<file path="config.mk">
export PLATFORM = sky130hd
export DESIGN_NAME = dotted_ipv4_address_parser
export DESIGN_NICKNAME = d
export VERILOG_FILES = /design/src/hdl/ipv4p_pkg.sv /design/src/hdl/ipv4p_char_class.sv /design/src/hdl/ipv4p_step.sv /design/src/hdl/dotted_ipv4_address_parser.sv
export VERILOG_INCLUDE_DIRS = /design/src /design/src/hdl
export SDC_FILE = /design/constraint.sdc
export NUM_CORES = 1
export LEC_CHECK = 0
export BUFFER_PORTS_ARGS = -buffer_cell sky130_fd_sc_hd__buf_2
export CAP_MARGIN = 10
export CORE_ASPECT_RATIO = 0.6
export CORE_UTILIZATION = 35
export DETAILED_ROUTE_END_ITERATION = 8
export PLACE_DENSITY = 0.48
export SETUP_SLACK_MARGIN = 0.2
export SLEW_MARGIN = 10
export SYNTH_ARGS = -nofsm -noshare
export SYNTH_HDL_FRONTEND = slang
export SYNTH_SLANG_ARGS = --single-unit
</file>
<file path="constraint.sdc">
create_clock -name clk -period 10.75 [get_ports clk]
set_input_delay 1.075 -clock clk [delete_from_list [all_inputs] [get_ports clk]]
set_output_delay 1.075 -clock clk [all_outputs]
set_load 0.01 [all_outputs]
</file>
<file path="src/hdl/dotted_ipv4_address_parser_macros.svh">
// assertion macros for the dotted ipv4 address parser
`ifndef DOTTED_IPV4_ADDRESS_PARSER_MACROS_SVH
`define DOTTED_IPV4_ADDRESS_PARSER_MACROS_SVH

`ifndef SYNTHESIS

// same-cycle implication, sampled on clk, off while rst_n is low
`define IPV4P_ASSERT_IMPLY(lbl, ante, cons) \
  lbl: assert property (@(posedge clk) disable iff (!rst_n) (ante) |-> (cons)) \
    else $error("assertion failed");

// next-cycle implication, sampled on clk, off while rst_n is low
`define IPV4P_ASSERT_NEXT(lbl, ante, cons) \
  lbl: assert property (@(posedge clk) disable iff (!rst_n) (ante) |=> (cons)) \
    else $error("assertion failed");

`else

`define IPV4P_ASSERT_IMPLY(lbl, ante, cons)

`define IPV4P_ASSERT_NEXT(lbl, ante, cons)

`endif

`endif

</file>
<file path="src/hdl/ipv4p_pkg.sv">
// shared types and constants for the dotted ipv4 address parser
`timescale 1ns / 1ps

package ipv4p_pkg;

  // character codes
  localparam logic [7:0] CH_NUL   = 8'h00;
  localparam logic [7:0] CH_ZERO  = 8'h30;
  localparam logic [7:0] CH_NINE  = 8'h39;
  localparam logic [7:0] CH_LC_A  = 8'h61;
  localparam logic [7:0] CH_LC_F  = 8'h66;
  localparam logic [7:0] CH_UC_A  = 8'h41;
  localparam logic [7:0] CH_UC_F  = 8'h46;
  localparam logic [7:0] CH_LC_X  = 8'h78;
  localparam logic [7:0] CH_UC_X  = 8'h58;
  localparam logic [7:0] CH_DOT   = 8'h2E;
  localparam logic [7:0] CH_SPACE = 8'h20;
  localparam logic [7:0] CH_TAB   = 8'h09;
  localparam logic [7:0] CH_CR    = 8'h0D;

  // limits on part values
  localparam logic [31:0] PART_MAX      = 32'h0000_00FF;
  localparam logic [31:0] LAST_MAX_TWO  = 32'h00FF_FFFF;
  localparam logic [31:0] LAST_MAX_THREE = 32'h0000_FFFF;
  localparam logic [31:0] LAST_MAX_FOUR = 32'h0000_00FF;
  localparam logic [31:0] ADDR_FAIL     = 32'hFFFF_FFFF;

  // number of parts that can precede a dot
  localparam int unsigned EARLY_PARTS = 3;

  typedef enum logic [1:0] {
    PH_START  = 2'd0,
    PH_ZERO   = 2'd1,
    PH_DIGITS = 2'd2
  } phase_t;

  typedef enum logic [1:0] {
    RDX_DEC = 2'd0,
    RDX_OCT = 2'd1,
    RDX_HEX = 2'd2
  } radix_t;

  // decoded view of one character
  typedef struct packed {
    logic       is_nul;
    logic       is_num;
    logic       is_hex_letter;
    logic       is_zero;
    logic       is_x;
    logic       is_dot;
    logic       is_blank;
    logic [3:0] digit;
  } char_class_t;

  // finished string outcome
  typedef struct packed {
    logic        ok;
    logic [31:0] address;
  } parse_result_t;

endpackage

</file>
<file path="src/hdl/ipv4p_char_class.sv">
// character decoder: digit value and character kind
`timescale 1ns / 1ps

module ipv4p_char_class
  import ipv4p_pkg::*;
(
  input  logic [7:0]  char_code,
  output char_class_t cls
);

  logic is_lc;
  logic is_uc;

  // letter ranges for hex digits
  assign is_lc = (char_code >= CH_LC_A) && (char_code <= CH_LC_F);
  assign is_uc = (char_code >= CH_UC_A) && (char_code <= CH_UC_F);

  // kind flags
  assign cls.is_nul        = (char_code == CH_NUL);
  assign cls.is_num        = (char_code >= CH_ZERO) && (char_code <= CH_NINE);
  assign cls.is_hex_letter = is_lc || is_uc;
  assign cls.is_zero       = (char_code == CH_ZERO);
  assign cls.is_x          = (char_code == CH_LC_X) || (char_code == CH_UC_X);
  assign cls.is_dot        = (char_code == CH_DOT);
  assign cls.is_blank      = (char_code == CH_SPACE) ||
                             ((char_code >= CH_TAB) && (char_code <= CH_CR));

  // digit value: low nibble for 0-9, low nibble plus nine for a-f and A-F
  assign cls.digit = cls.is_num ? char_code[3:0] : (char_code[3:0] + 4'd9);

endmodule

</file>
<file path="src/hdl/ipv4p_step.sv">
// parse state registers and per-character update, with end-of-string result
`timescale 1ns / 1ps

module ipv4p_step
  import ipv4p_pkg::*;
(
  input  logic          clk,
  input  logic          rst_n,
  input  logic          go,
  input  char_class_t   cls,
  output parse_result_t result
);

  phase_t      phase_r, phase_nxt;
  radix_t      radix_r, radix_nxt;
  logic [31:0] acc_r, acc_nxt;
  logic [7:0]  parts_r [EARLY_PARTS];
  logic [7:0]  parts_nxt [EARLY_PARTS];
  logic [1:0]  count_r, count_nxt;
  logic        failed_r, failed_nxt;
  logic        stopped_r, stopped_nxt;

  logic [31:0] base_acc;
  radix_t      base_rdx;
  logic        take;
  logic [31:0] scaled;
  logic        fits;

  // end-of-string result from the current state
  always_comb begin
    fits = 1'b1;
    result.address = acc_r;
    case (count_r)
      2'd0: begin
        result.address = acc_r;
      end
      2'd1: begin
        fits = (acc_r <= LAST_MAX_TWO);
        result.address = {parts_r[0], acc_r[23:0]};
      end
      2'd2: begin
        fits = (acc_r <= LAST_MAX_THREE);
        result.address = {parts_r[0], parts_r[1], acc_r[15:0]};
      end
      2'd3: begin
        fits = (acc_r <= LAST_MAX_FOUR);
        result.address = {parts_r[0], parts_r[1], parts_r[2], acc_r[7:0]};
      end
      default: begin
        fits = 1'b0;
      end
    endcase
    result.ok = !failed_r && fits;
    if (!result.ok) begin
      result.address = ADDR_FAIL;
    end
  end

  // accumulator times radix, shifts and one add
  always_comb begin
    case (base_rdx)
      RDX_HEX: scaled = {base_acc[27:0], 4'd0};
      RDX_OCT: scaled = {base_acc[28:0], 3'd0};
      default: scaled = {base_acc[28:0], 3'd0} + {base_acc[30:0], 1'b0};
    endcase
  end

  // next state for one character
  always_comb begin
    phase_nxt   = phase_r;
    radix_nxt   = radix_r;
    acc_nxt     = acc_r;
    count_nxt   = count_r;
    failed_nxt  = failed_r;
    stopped_nxt = stopped_r;
    for (int i = 0; i < EARLY_PARTS; i++) begin
      parts_nxt[i] = parts_r[i];
    end
    base_acc = acc_r;
    base_rdx = radix_r;
    take     = 1'b0;

    if (go && cls.is_nul) begin
      // string done: back to the start state
      phase_nxt   = PH_START;
      radix_nxt   = RDX_DEC;
      acc_nxt     = '0;
      count_nxt   = '0;
      failed_nxt  = 1'b0;
      stopped_nxt = 1'b0;
      for (int i = 0; i < EARLY_PARTS; i++) begin
        parts_nxt[i] = '0;
      end
    end else if (go && !failed_r && !stopped_r) begin
      take = 1'b1;
      case (phase_r)
        PH_START: begin
          base_acc  = '0;
          base_rdx  = RDX_DEC;
          acc_nxt   = '0;
          radix_nxt = RDX_DEC;
          if (cls.is_zero) begin
            phase_nxt = PH_ZERO;
            take      = 1'b0;
          end else begin
            phase_nxt = PH_DIGITS;
          end
        end
        PH_ZERO: begin
          phase_nxt = PH_DIGITS;
          if (cls.is_x) begin
            radix_nxt = RDX_HEX;
            take      = 1'b0;
          end else begin
            radix_nxt = RDX_OCT;
            base_rdx  = RDX_OCT;
          end
        end
        default: begin
          phase_nxt = PH_DIGITS;
        end
      endcase

      if (take) begin
        if (cls.is_num || (cls.is_hex_letter && (base_rdx == RDX_HEX))) begin
          acc_nxt = scaled + {28'd0, cls.digit};
        end else if (cls.is_dot) begin
          // close one earlier part
          if ((count_r == 2'd3) || (base_acc > PART_MAX)) begin
            failed_nxt = 1'b1;
          end else begin
            for (int i = 0; i < EARLY_PARTS; i++) begin
              if (count_r == i[1:0]) begin
                parts_nxt[i] = base_acc[7:0];
              end
            end
            count_nxt = count_r + 2'd1;
            acc_nxt   = '0;
            radix_nxt = RDX_DEC;
            phase_nxt = PH_START;
          end
        end else if (cls.is_blank) begin
          stopped_nxt = 1'b1;
        end else begin
          failed_nxt = 1'b1;
        end
      end
    end
  end

  // state registers
  always_ff @(posedge clk) begin
    if (!rst_n) begin
      phase_r   <= PH_START;
      radix_r   <= RDX_DEC;
      acc_r     <= '0;
      count_r   <= '0;
      failed_r  <= 1'b0;
      stopped_r <= 1'b0;
      for (int i = 0; i < EARLY_PARTS; i++) begin
        parts_r[i] <= '0;
      end
    end else begin
      phase_r   <= phase_nxt;
      radix_r   <= radix_nxt;
      acc_r     <= acc_nxt;
      count_r   <= count_nxt;
      failed_r  <= failed_nxt;
      stopped_r <= stopped_nxt;
      for (int i = 0; i < EARLY_PARTS; i++) begin
        parts_r[i] <= parts_nxt[i];
      end
    end
  end

endmodule

</file>
<file path="src/hdl/dotted_ipv4_address_parser.sv">
// top level: input register, parse step and result register
`timescale 1ns / 1ps
`include "dotted_ipv4_address_parser_macros.svh"

// Dotted IPv4 address parser. Feed the address text one byte per transfer,
// closed by a NUL byte; only the NUL yields a result (ok and the 32-bit
// address, first part in the top byte, all ones on failure), after which the
// parser is ready for the next string. Parts may be decimal, octal after a
// leading 0, or hex after 0x/0X; whitespace ends the parse. One character is
// taken every clock cycle while in_stall is low: the parse state is updated by a
// single shift-add step per cycle between the input register and the state
// registers, and a NUL's result is then registered in the result register.
// When the result register is full and stalled, a waiting NUL holds the input
// register and in_stall rises; other characters keep flowing.
module dotted_ipv4_address_parser
  import ipv4p_pkg::*;
(
  input  logic        clk,
  input  logic        rst_n,
  input  logic        in_valid,
  output logic        in_stall,
  input  logic [7:0]  in_char_code,
  output logic        out_valid,
  input  logic        out_stall,
  output logic        out_ok,
  output logic [31:0] out_address
);

  logic          char_valid_r;
  logic [7:0]    char_r;
  char_class_t   cls;
  parse_result_t result;
  logic          step_go;
  logic          step_fire;
  logic          out_valid_r;
  logic          out_ok_r;
  logic [31:0]   out_address_r;

  // decode the held character
  ipv4p_char_class u_class (
    .char_code (char_r),
    .cls       (cls)
  );

  // a NUL may only move on when the result register can take it
  assign step_go   = !(cls.is_nul && out_valid_r && out_stall);
  assign step_fire = char_valid_r && step_go;
  assign in_stall  = char_valid_r && !step_go;

  // input register
  always_ff @(posedge clk) begin
    if (!rst_n) begin
      char_valid_r <= 1'b0;
    end else if (!in_stall) begin
      char_valid_r <= in_valid;
    end
  end

  always_ff @(posedge clk) begin
    if (!in_stall) begin
      char_r <= in_char_code;
    end
  end

  // parse state and update
  ipv4p_step u_step (
    .clk    (clk),
    .rst_n  (rst_n),
    .go     (step_fire),
    .cls    (cls),
    .result (result)
  );

  // result register
  always_ff @(posedge clk) begin
    if (!rst_n) begin
      out_valid_r <= 1'b0;
    end else if (step_fire && cls.is_nul) begin
      out_valid_r <= 1'b1;
    end else if (!out_stall) begin
      out_valid_r <= 1'b0;
    end
  end

  always_ff @(posedge clk) begin
    if (step_fire && cls.is_nul) begin
      out_ok_r      <= result.ok;
      out_address_r <= result.address;
    end
  end

  assign out_valid   = out_valid_r;
  assign out_ok      = out_ok_r;
  assign out_address = out_address_r;

  // checks
  `IPV4P_ASSERT_IMPLY(a_nul_no_overwrite, step_fire && cls.is_nul, !(out_valid_r && out_stall))
  `IPV4P_ASSERT_NEXT(a_nul_gives_result, step_fire && cls.is_nul, out_valid_r)
  `IPV4P_ASSERT_IMPLY(a_fail_all_ones, out_valid_r && !out_ok_r, out_address_r == ADDR_FAIL)
  `IPV4P_ASSERT_IMPLY(a_stall_only_nul, in_stall, char_valid_r && cls.is_nul)

endmodule
</file>
; ---- Yosys cells after proc, flatten, opt, wreduce, memory -nomap -nowiden
; Memories as Yosys holds them, arrays and structs flattened.
; Cells that the tools add are included.
[classes]
n_addsub = 4
mul = 0
n_div = 0
magnitude_cmp = 12
n_eq_ne = 15
shift = 0
n_mux = 55
bitwise = 7
n_reduce_logical = 28
[op_table]
columns = cell, count
row1 = $mux W32, 7
row2 = $mux W24, 6
row3 = $pmux W32 S4, 1
row4 = $pmux W32 S2, 1
row5 = $mux W31, 2
row6 = $mux W8, 6
row7 = $add A32 B32 Y32, 1
row8 = $add A32 B4 Y32, 1
row9 = $gt A32 B8 Y1 const B, 1
row10 = $le A32 B16 Y1 const B, 1
row11 = $le A32 B24 Y1 const B, 1
row12 = $le A32 B8 Y1 const B, 1
row13 = $mux W2, 16
row14 = $eq A8 B6 Y1 const B, 3
row15 = $eq A8 B7 Y1 const B, 2
row16 = $ge A8 B7 Y1 const B, 2
row17 = $le A8 B7 Y1 const B, 2
row18 = $reduce_and A5 Y1, 3
row19 = $logic_and A1 B1 Y1, 13
row20 = $mux W1, 11
row21 = $eq A2 B2 Y1 const B, 4
row22 = $ge A8 B4 Y1 const B, 1
row23 = $ge A8 B6 Y1 const B, 1
row24 = $le A8 B4 Y1 const B, 1
row25 = other kinds (16), 33
[word_totals]
regBits = 83
latchBits = 0
ram_bits = 24
romBits = 0
in_bits = 12
output_inout_bits = 35
elab_cells = 133
n_memories = 1
[memory_table]
columns = name, words, width, read_ports, rd_clocked_by_memory_dff, write_ports, line_no
row1 = u_step.parts_r, 3, 8, 3, 0, 3, ipv4p_step.sv:17  ; logic [7:0] parts_r [EARLY_PARTS];

; ---- Longest topological paths before layout
; Gate-level depths: netlist (run 1).
[depth]
depth_word = 18
ltp_mapped = 25
mapped_depth_nobuf = 20

; ---- Cells and area by module
; A second synthesis (run 1) with hierarchy kept.
[unflattened]
hier_cells = 1052
hier_area_um2 = 8647.0
[modules_own_cells]
columns = mod, n_inst, cells_each, area_per_inst_um2, seq_area_each_um2
row1 = ipv4p_step, 1, 957, 7001.7, 1281.2
row2 = dotted_ipv4_address_parser, 1, 52, 1325.0, 1271.2
row3 = ipv4p_char_class, 1, 43, 320.3, 0.0

; ---- Worst setup path before layout (run 1)
; No wires, ideal clock.
[synth_timing]
path_type = register to register
startpoint = register char_r[0]
endpoint = register u_step.acc_r[27]
setup_time_ps = 117
t_arrival_ps = 5942
t_required_ps = 10633
slack_ps = 4690
stages_incl_launch_ff = 26
n_path_buf = 8
synth_period_minus_slack_ps = 6060
cell_sequence = edfxtp_1 inv_1 ha_1 or3b_1 buf_2 o211a_4 buf_6 buf_2 buf_2 or2_2 ha_1 clkbuf_1 clkbuf_1 buf_2 clkbuf_1 and3_1 ha_1 fa_1 a21oi_1 or2_2 a211oi_2 nand3_1 nor2_1 nand4_2 or3_1 a32o_1
[synth_via]
elab_chain_cells = 14
elab_cells_between_ends = 50
classes_between = 3 x add/sub / 6 x order compare / 7 x eq/ne / 18 x mux / 16 x reduce/logical
[synth_rtl]
columns = item, line_no
row1 = from (decl), dotted_ipv4_address_parser.sv:30  ; logic [7:0] char_r;
row2 = from (signal assigned), dotted_ipv4_address_parser.sv:61  ; char_r <= in_char_code;
row3 = $logic_not A8 Y1, ipv4p_char_class.sv:19  ; assign cls.is_nul = (char_code == CH_NUL);
row4 = $logic_and A1 B1 Y1 (2 in a row), dotted_ipv4_address_parser.sv:46  ; assign step_go = !(cls.is_nul && out_valid_r && out_stall);
row5 = $logic_not A1 Y1, dotted_ipv4_address_parser.sv:46
row6 = $logic_and A1 B1 Y1, dotted_ipv4_address_parser.sv:47  ; assign step_fire = char_valid_r && step_go;
row7 = $logic_and A1 B1 Y1 (2 in a row), ipv4p_step.sv:94  ; end else if (go && !failed_r && !stopped_r) begin
row8 = $mux W31 / $mux W2 (equally long branches), ipv4p_step.sv:94
row9 = $mux W31 / $mux W2 (equally long branches), ipv4p_step.sv:83  ; if (go && cls.is_nul) begin
row10 = "$add A32 B32 Y32, or another cell as far along", ipv4p_step.sv:64  ; default: scaled = {base_acc[28:0], 3'd0} + {base_acc[30:0], 1'b0};
row11 = $pmux W32 S2, ipv4p_step.sv:61  ; case (base_rdx)
row12 = $add A32 B4 Y32, ipv4p_step.sv:126  ; acc_nxt = scaled + {28'd0, cls.digit};
row13 = $mux W32, ipv4p_step.sv:125  ; if (cls.is_num || (cls.is_hex_letter && (base_rdx == RDX_HEX))) begin
row14 = $mux W32, ipv4p_step.sv:124  ; if (take) begin
row15 = to (signal assigned), ipv4p_step.sv:166  ; acc_r <= acc_nxt;
row16 = to (decl), ipv4p_step.sv:16  ; logic [31:0] acc_r, acc_nxt;
; Several ways; a longest one is shown, not always the timed one. The select of a mux whose other input is x is not followed.
; A chain may end at the register's enable or synchronous reset.

; ---- Final worst setup path (run 1)
[layout_timing]
startpoint = register char_r[0]
endpoint = register u_step.acc_r[30]
; Same word-level chain as after synthesis.

==> metrics, run 1 <==
status finished with violations; failing checks design-rule violations; Hold Path Stages 2; EDFF count, synth 41; internal reg-to-reg setup slack 4.60 ns; Die Width 207 microns; PwrDens 86.7 nW/um^2; IO Pins 47; Peak Freq 0.163 GHz; largest net degree at the start of global routing 49; nets 1105; post-route DRC violation count 6; post-route ant nets 0; Setup violations, final 0; crit path max fanout 47; Synth Flop Type dfxtp_1; Placed Instance Area 9270 sq um; crit share post-route 57.2%; Max Cap Viol 0; Core Rows 44; Root Driver clkbuf_16; CTS tree built; worst slew pin tran 1.05 ns; register area share after synthesis 28.9%; CTS buffer count 9; maximum vdd ir drop 65.6 uV; antenna violations before repair 1; Post-CTS Setup Bufs 0; syn nets 1111; Hold Path End u_step.parts_r[0][1]; fin crit period 6.15 ns; #FFs+latches synth 107; Mapped Cells 1058; Worst Skew 0.00497 ns; starting density of the core 36.1%; Crit. End Element flop; Leak Pwr 3.74 nW; DRT Pass-1 Iters 7; CTS Hold Bufs 0; # H-tree levels 3; Synth Cell Area 8830 sq um; Tot GR Track Use 23.8%; crit start category flop; Area Overhead vs Synth 8.45%; Slew HR 29.0%; Hold Crit Start u_step.parts_r[0][1]; Final Core Density 39.1%; Reg2Reg Launch Point char_r[0]; post-route cell area 9580 sq um; Hold Path Class reg2reg; post-cts repair resize count 0; die area 25900 sq um; Die Height 125 microns; routed via count 8436; gpl congestion 0.921; number of global-route vias before repair 7885; clock net sink count 107; worst reg2reg endpoint u_step.acc_r[30]; reg2reg path depth 15; detailed placer's ending HPWL 23300 microns; wire per inst 22.3 microns; worst endpoint required time 11.02 ns; final hold vios 0; Routed WL 30800 microns; core box area 24500 sq um; CP Data Arrival Time 6.42 ns; IO Port Bufs 46; ratio of cells with drive above 1 in the final layout 11.4%; clock-pin slew on the worst setup and hold paths 0.07 ns; Clock Latency Late Sink 0.35 ns; Setup CP Type reg2reg; post-synth cell types 98; Vias per Instance 6.11; Clock Tree Buf Depth 2; grt ovf 0; final slew viol count 0; YS warnings 0; Async S/R FF share, synth 0%; Iteration-0 DRC Markers 819; final setup TNS 0 ns; first-pass GRT wire length 47900 microns; Syn Area/Cell 8.35 sq um; RSZ-0062 raised after global routing no
==> critical path: stages, from the launching register on <==
cell and delay, ns:
edfxtp_1 0.49, inv_1 0.16, ha_1 0.17, or3b_1 0.47, o211a_4 0.46, or2_2 0.37
ha_1 0.29, buf_4 0.29, inv_1 0.73, nand2_1 0.56, o32ai_2 0.40, o311ai_1 0.32
nor2_2 0.33, nand4_1 0.26, or4_1 0.48, a311oi_1 0.26
==> cell usage in the layout (no fill, tap or decap), types with 26 or more instances in the layout <==
| cell | netlist | routed |
|---|---|---|
| nor3_1 | 28 | 28 |
| nand3_1 | 26 | 26 |
| and2_1 | 31 | 31 |
| nor2_1 | 105 | 105 |
| dfxtp_1 | 66 | 66 |
| a21oi_1 | 59 | 59 |
| buf_2 | 8 | 46 |
| a22oi_1 | 36 | 36 |
| ha_1 | 39 | 39 |
| a221o_1 | 28 | 28 |
| mux2i_1 | 29 | 29 |
| nand2_1 | 72 | 71 |
| inv_1 | 27 | 27 |
| o21ai_0 | 40 | 40 |
| edfxtp_1 | 41 | 41 |
==> registers in the layout, summed over array words and instances (netlist names) <==
name	flops
u_step.phase_r	2
out_address	32
out_valid	1
char_r	8
u_step.stopped_r	1
u_step.parts_r	24
u_step.failed_r	1
out_ok	1
u_step.radix_r	2
char_valid_r	1
u_step.acc_r	32
u_step.count_r	2
==> kinds of logic after synthesis <==
logic type,Yosys count,synth area share [%]
AO/OA/AOI/OAI,330,28.0
XOR/XNOR,38,3.77
adder cells (fa/ha/maj),44,6.32
buffers and inverters,103,4.66
flip-flops,107,28.9
multiplexers,31,3.54
AND/OR/NAND/NOR,405,24.8
==> worst max path at each step <==
stage	endpoint	start	cells after the start
2_1_floorplan	u_step.acc_r[27]	char_r[0]	25
3_3_place_gp	u_step.acc_r[30]	char_r[0]	15
3_5_place_dp	u_step.acc_r[30]	char_r[0]	15
4_1_cts	u_step.acc_r[30]	char_r[0]	15
5_1_grt	u_step.acc_r[30]	char_r[0]	15
6_report	u_step.acc_r[30]	char_r[0]	15
==> synth_stat cells (9+ instances only) <==
library cell    n  area, sq um
xor2_1         16          140
or2_2          11         68.8
nand3_1        26          130
a21o_1         17          128
and3_1         13         81.3
o21ai_0        40          200
and2_1         31          194
nor3_1         28          140
a221o_1        28          280
clkbuf_1       58          218
o31ai_1        11         82.6
nor3b_1         9         67.6
o21a_1         12         90.1
o211ai_1       13         97.6
nor2b_1        14         87.6
xnor2_1        22          193
dfxtp_1        66         1320
mux2i_1        29          290
nand2b_1        9         56.3
a31oi_1        16          100
nand2_1        72          270
nor2_1        105          394
a21oi_1        59          295
inv_1          27          101
or3_1          21          131
a22oi_1        36          270
ha_1           39          488
edfxtp_1       41         1230
nor4_1         17          106
==> per-stage QoR <==
stage | total power, mW | hold WS, ns | cells | setup slack, ns
4_1_cts | 0.834 | 0.505 | 1379 | 4.65
5_1_grt | 0.857 | 0.534 | 1379 | 4.16
6_report | 0.831 | 0.506 | 1380 | 4.60
2_1_floorplan | 0.482 | 0.454 | 1058 | 4.69
3_3_place_gp | 0.500 | 0.478 | 1363 | 4.86
3_5_place_dp | 0.500 | 0.491 | 1363 | 4.68
==> cell type report <==
| cell class | count | area (sq um) |
|---|---|---|
| Timing Repair Buffer | 59 | 328 |
| Tap cell | 322 | 403 |
| Clock buffer | 10 | 239 |
| Sequential cell | 107 | 2550 |
| Fill cell | 2519 | 14900 |
| Clock inverter | 6 | 62.6 |
| Antenna cell | 1 | 2.50 |
| Inverter | 27 | 101 |
| Multi-Input combinational cell | 848 | 5890 |
==> power by group <==
group | switching [mW] | internal [mW]
registers | 0.00454 | 0.424
logic | 0.0440 | 0.0193
clock network | 0.152 | 0.187
==> layer usage <==
layer  wire (microns)  global-route usage, %  share of wire, %  vias up
met2            11600                   31.6                38      298
li1                 -                      -                 -     4018
met3             2480                   6.10               8.1       17
met1            16400                   38.1                53     4103
met5                0                      0                 0        -
met4              194                   2.94              0.63        0
(Power assumes the default switching activity.)
==> run 2: changes to the inputs <==
--- a/config.mk
+++ b/config.mk
@@ -6,12 +6,13 @@
 export SDC_FILE = /design/constraint.sdc
 export NUM_CORES = 1
 export LEC_CHECK = 0
+export ABC_AREA = 1
 export BUFFER_PORTS_ARGS = -buffer_cell sky130_fd_sc_hd__buf_2
 export CAP_MARGIN = 10
 export CORE_ASPECT_RATIO = 0.6
 export CORE_UTILIZATION = 35
 export DETAILED_ROUTE_END_ITERATION = 8
-export PLACE_DENSITY = 0.48
+export PLACE_DENSITY = 0.47
 export SETUP_SLACK_MARGIN = 0.2
 export SLEW_MARGIN = 10
 export SYNTH_ARGS = -nofsm -noshare
==> constraint.sdc (replaced) <==
create_clock -name clk -period 6.1 [get_ports clk]
set_input_delay 0.61 -clock clk [delete_from_list [all_inputs] [get_ports clk]]
set_output_delay 0.61 -clock clk [all_outputs]
set_load 0.01 [all_outputs]
==> metrics, run 2 <==
starting density of the core 36.0% (-0.047 points); die area 27000 sq um (+4.2%); maximum vdd ir drop 120 uV (+82%); most common cell after layout, fill and taps aside nand2_1; #FFs+latches synth 107 (unchanged); DRT Pass-1 Iters 5 (-2); Simple-Gate Fraction of Synth Area 33.5% (+8.7 points); Synth Flop Type dfxtp_1; Core Rows 45 (+2.3%); post-synth cell types 60 (-39%); Post-CTS Setup Bufs 0 (unchanged); Iteration-0 DRC Markers 1125 (+37%); RSZ-0062 raised after global routing no; worst endpoint required time 6.41 ns (-4.61 ns); Max Cap Viol 0 (unchanged); EDFF count, synth 41 (unchanged); mux share of post-synthesis cell area 0% (-3.5 points); Setup CP Type reg2reg; Synth Area in Compound Gates 22.4% (-5.6 points); number of global-route vias before repair 8576 (+8.8%); Syn Area/Cell 6.72 sq um (-20%); Area Overhead vs Synth 9.31%; grt ovf 0 (unchanged); Peak Freq 0.193 GHz (+19%); top cells by area, synth dfxtp_1, edfxtp_1, nand2_1; CTS buffer count 9 (unchanged); largest family of logic cells by synthesized area simple AND/OR/NAND/NOR gates; CP max-delay cell edfxtp_1; IO Port Bufs 46 (unchanged); Root Driver clkbuf_16; core box area 25600 sq um (+4.3%); detailed placer's ending HPWL 26900 microns (+15%); XOR/XNOR Fraction of Synth Area 0.476% (-3.3 points); Mapped Cells 1370 (+29%); post-route ant nets 0 (unchanged); area of the multi-input gates 5750 sq um (-2.5%); Worst Skew 0.0105 ns (+0.00558 ns); post-cts repair resize count 0 (unchanged); IO Pins 47 (unchanged); Clock Latency Late Sink 0.38 ns (+0.03 ns); nets 1443 (+31%); Hold Path Class in2reg; CP Data Arrival Time 5.50 ns (-0.92 ns); Crit. End Element flop; final setup TNS 0 ns (unchanged); fin crit period 5.19 ns (-0.968 ns); routed via count 9511 (+13%); final slew viol count 0 (unchanged); post-route DRC violation count 0 (-6); gpl congestion 0.932 (+1.3%); final hold vios 0 (unchanged); Tot GR Track Use 25.6% (+1.8 points); Synth Cell Area 9210 sq um (+4.2%); YS warnings 0 (unchanged); crit-path most repeated cell nand2_1; PwrDens 194 nW/um^2 (+120%); Leak Pwr 4.31 nW (+15%); syn nets 1423 (+28%); commonest cells after routing, fill and taps aside nand2_1, inv_1, nor2_1, a21oi_1, nand3_1; clock net sink count 107 (unchanged); CTS tree built; # H-tree levels 3 (unchanged); Post-Synth Adder-Cell Area 5.74% (-0.58 points); first-pass GRT wire length 51900 microns (+8.3%); crit start category flop; clock-pin slew on the worst setup and hold paths 0.08 ns (about the same); crit share post-route 85.0% (+28 points); fill count 2807 (+11%); register area share after synthesis 27.7% (-1.2 points); register area 2550 sq um (unchanged); leading area contributor after synthesis dfxtp_1; worst slew pin tran 1.15 ns (+0.0973 ns); antenna violations before repair 0 (-1); n_diodes 0 (-1); ratio of cells with drive above 1 in the final layout 13.2% (+1.7 points); count leader, synth nand2_1; area share of the largest cell type after synthesis 14.4% (-0.60 points); status complete, no violations; CTS Hold Bufs 0 (unchanged); Setup violations, final 0 (unchanged); Worst path max stage delay 0.38 ns (-0.35 ns); Slew HR 23.1% (-5.9 points); Clock Tree Buf Depth 2 (unchanged); Vias per Instance 5.44 (-11%); Die Height 128 microns (+2.0%); largest net degree at the start of global routing 47 (-4.1%); wire per inst 19.4 microns (-13%); crit path max fanout 11 (-77%); most frequent cells after synthesis nand2_1, inv_1, nor2_1; Die Width 211 microns (+2.1%); Async S/R FF share, synth 0% (unchanged); Final Core Density 39.4% (+0.26 points); Routed WL 33900 microns (+10%)
-- run 2: worst paths after layout --
kind	startpoint	to	slack (ns)	cells after the start
worst max-delay path	char_r[0]	u_step.acc_r[29]	0.91	34
worst min-delay path	in_char_code[2]	char_r[2]	0.41	1
worst max register to register	char_r[0]	u_step.acc_r[29]	0.91	34
worst min register to register	u_step.parts_r[0][4]	u_step.parts_r[0][4]	0.49	2
-- run 2: routing by layer --
layer	track usage, %	share of wire, %	up-vias
met5	0	0	-
met3	5.97	8.2	14
met1	41.6	54	4442
li1	-	-	4718
met4	3.07	0.57	0
met2	33.4	37	337
-- run 2: area by class of cell --
type,instances,share of cell area (%)
Clock buffer,13,2.49
Inverter,183,6.83
Multi-Input combinational cell,1025,57.1
Sequential cell,107,25.4
Tap cell,352,4.38
Clock inverter,3,0.224
Timing Repair Buffer,64,3.63
-- run 2: cell families after synthesis --
group,Yosys count
AOI/OAI and AO/OA,331
xor gates and xnor gates,5
adders and majority gates,41
buffers and inverters,238
DFF,107
and+or+nand+nor,648
-- run 2: critical path, delay by kind of cell (launching register included) --
| kind | cells | cell delay, ns |
|---|---|---|
| and+or+nand+nor | 22 | 2.54 |
| buffers and inverters | 6 | 0.81 |
| adders and majority gates | 3 | 0.75 |
| AOI/OAI and AO/OA | 3 | 0.62 |
| DFF | 1 | 0.38 |
-- run 2: through the flow --
| step | hold WS, ns | power [mW] | area (sq um) | worst slack (ns) | cells |
|---|---|---|---|---|---|
| after detailed placement | 0.482 | 1.39 | 9790 | 0.993 | 1731 |
| final | 0.410 | 1.95 | 10100 | 0.914 | 1747 |
| after CTS | 0.398 | 1.95 | 10100 | 0.983 | 1747 |
| after global routing | 0.395 | 2.05 | 10100 | 0.421 | 1747 |
| after global placement | 0.488 | 1.39 | 9790 | 1.12 | 1731 |
| after floorplan | 0.470 | 1.22 | 9210 | 1.41 | 1370 |
-- run 2: power breakdown --
| group | leakage, nW | internal (mW) | switching [mW] |
|---|---|---|---|
| sequential | 0.923 | 0.766 | 0.0326 |
| combinational | 3.26 | 0.174 | 0.404 |
| clock | 0.130 | 0.290 | 0.281 |
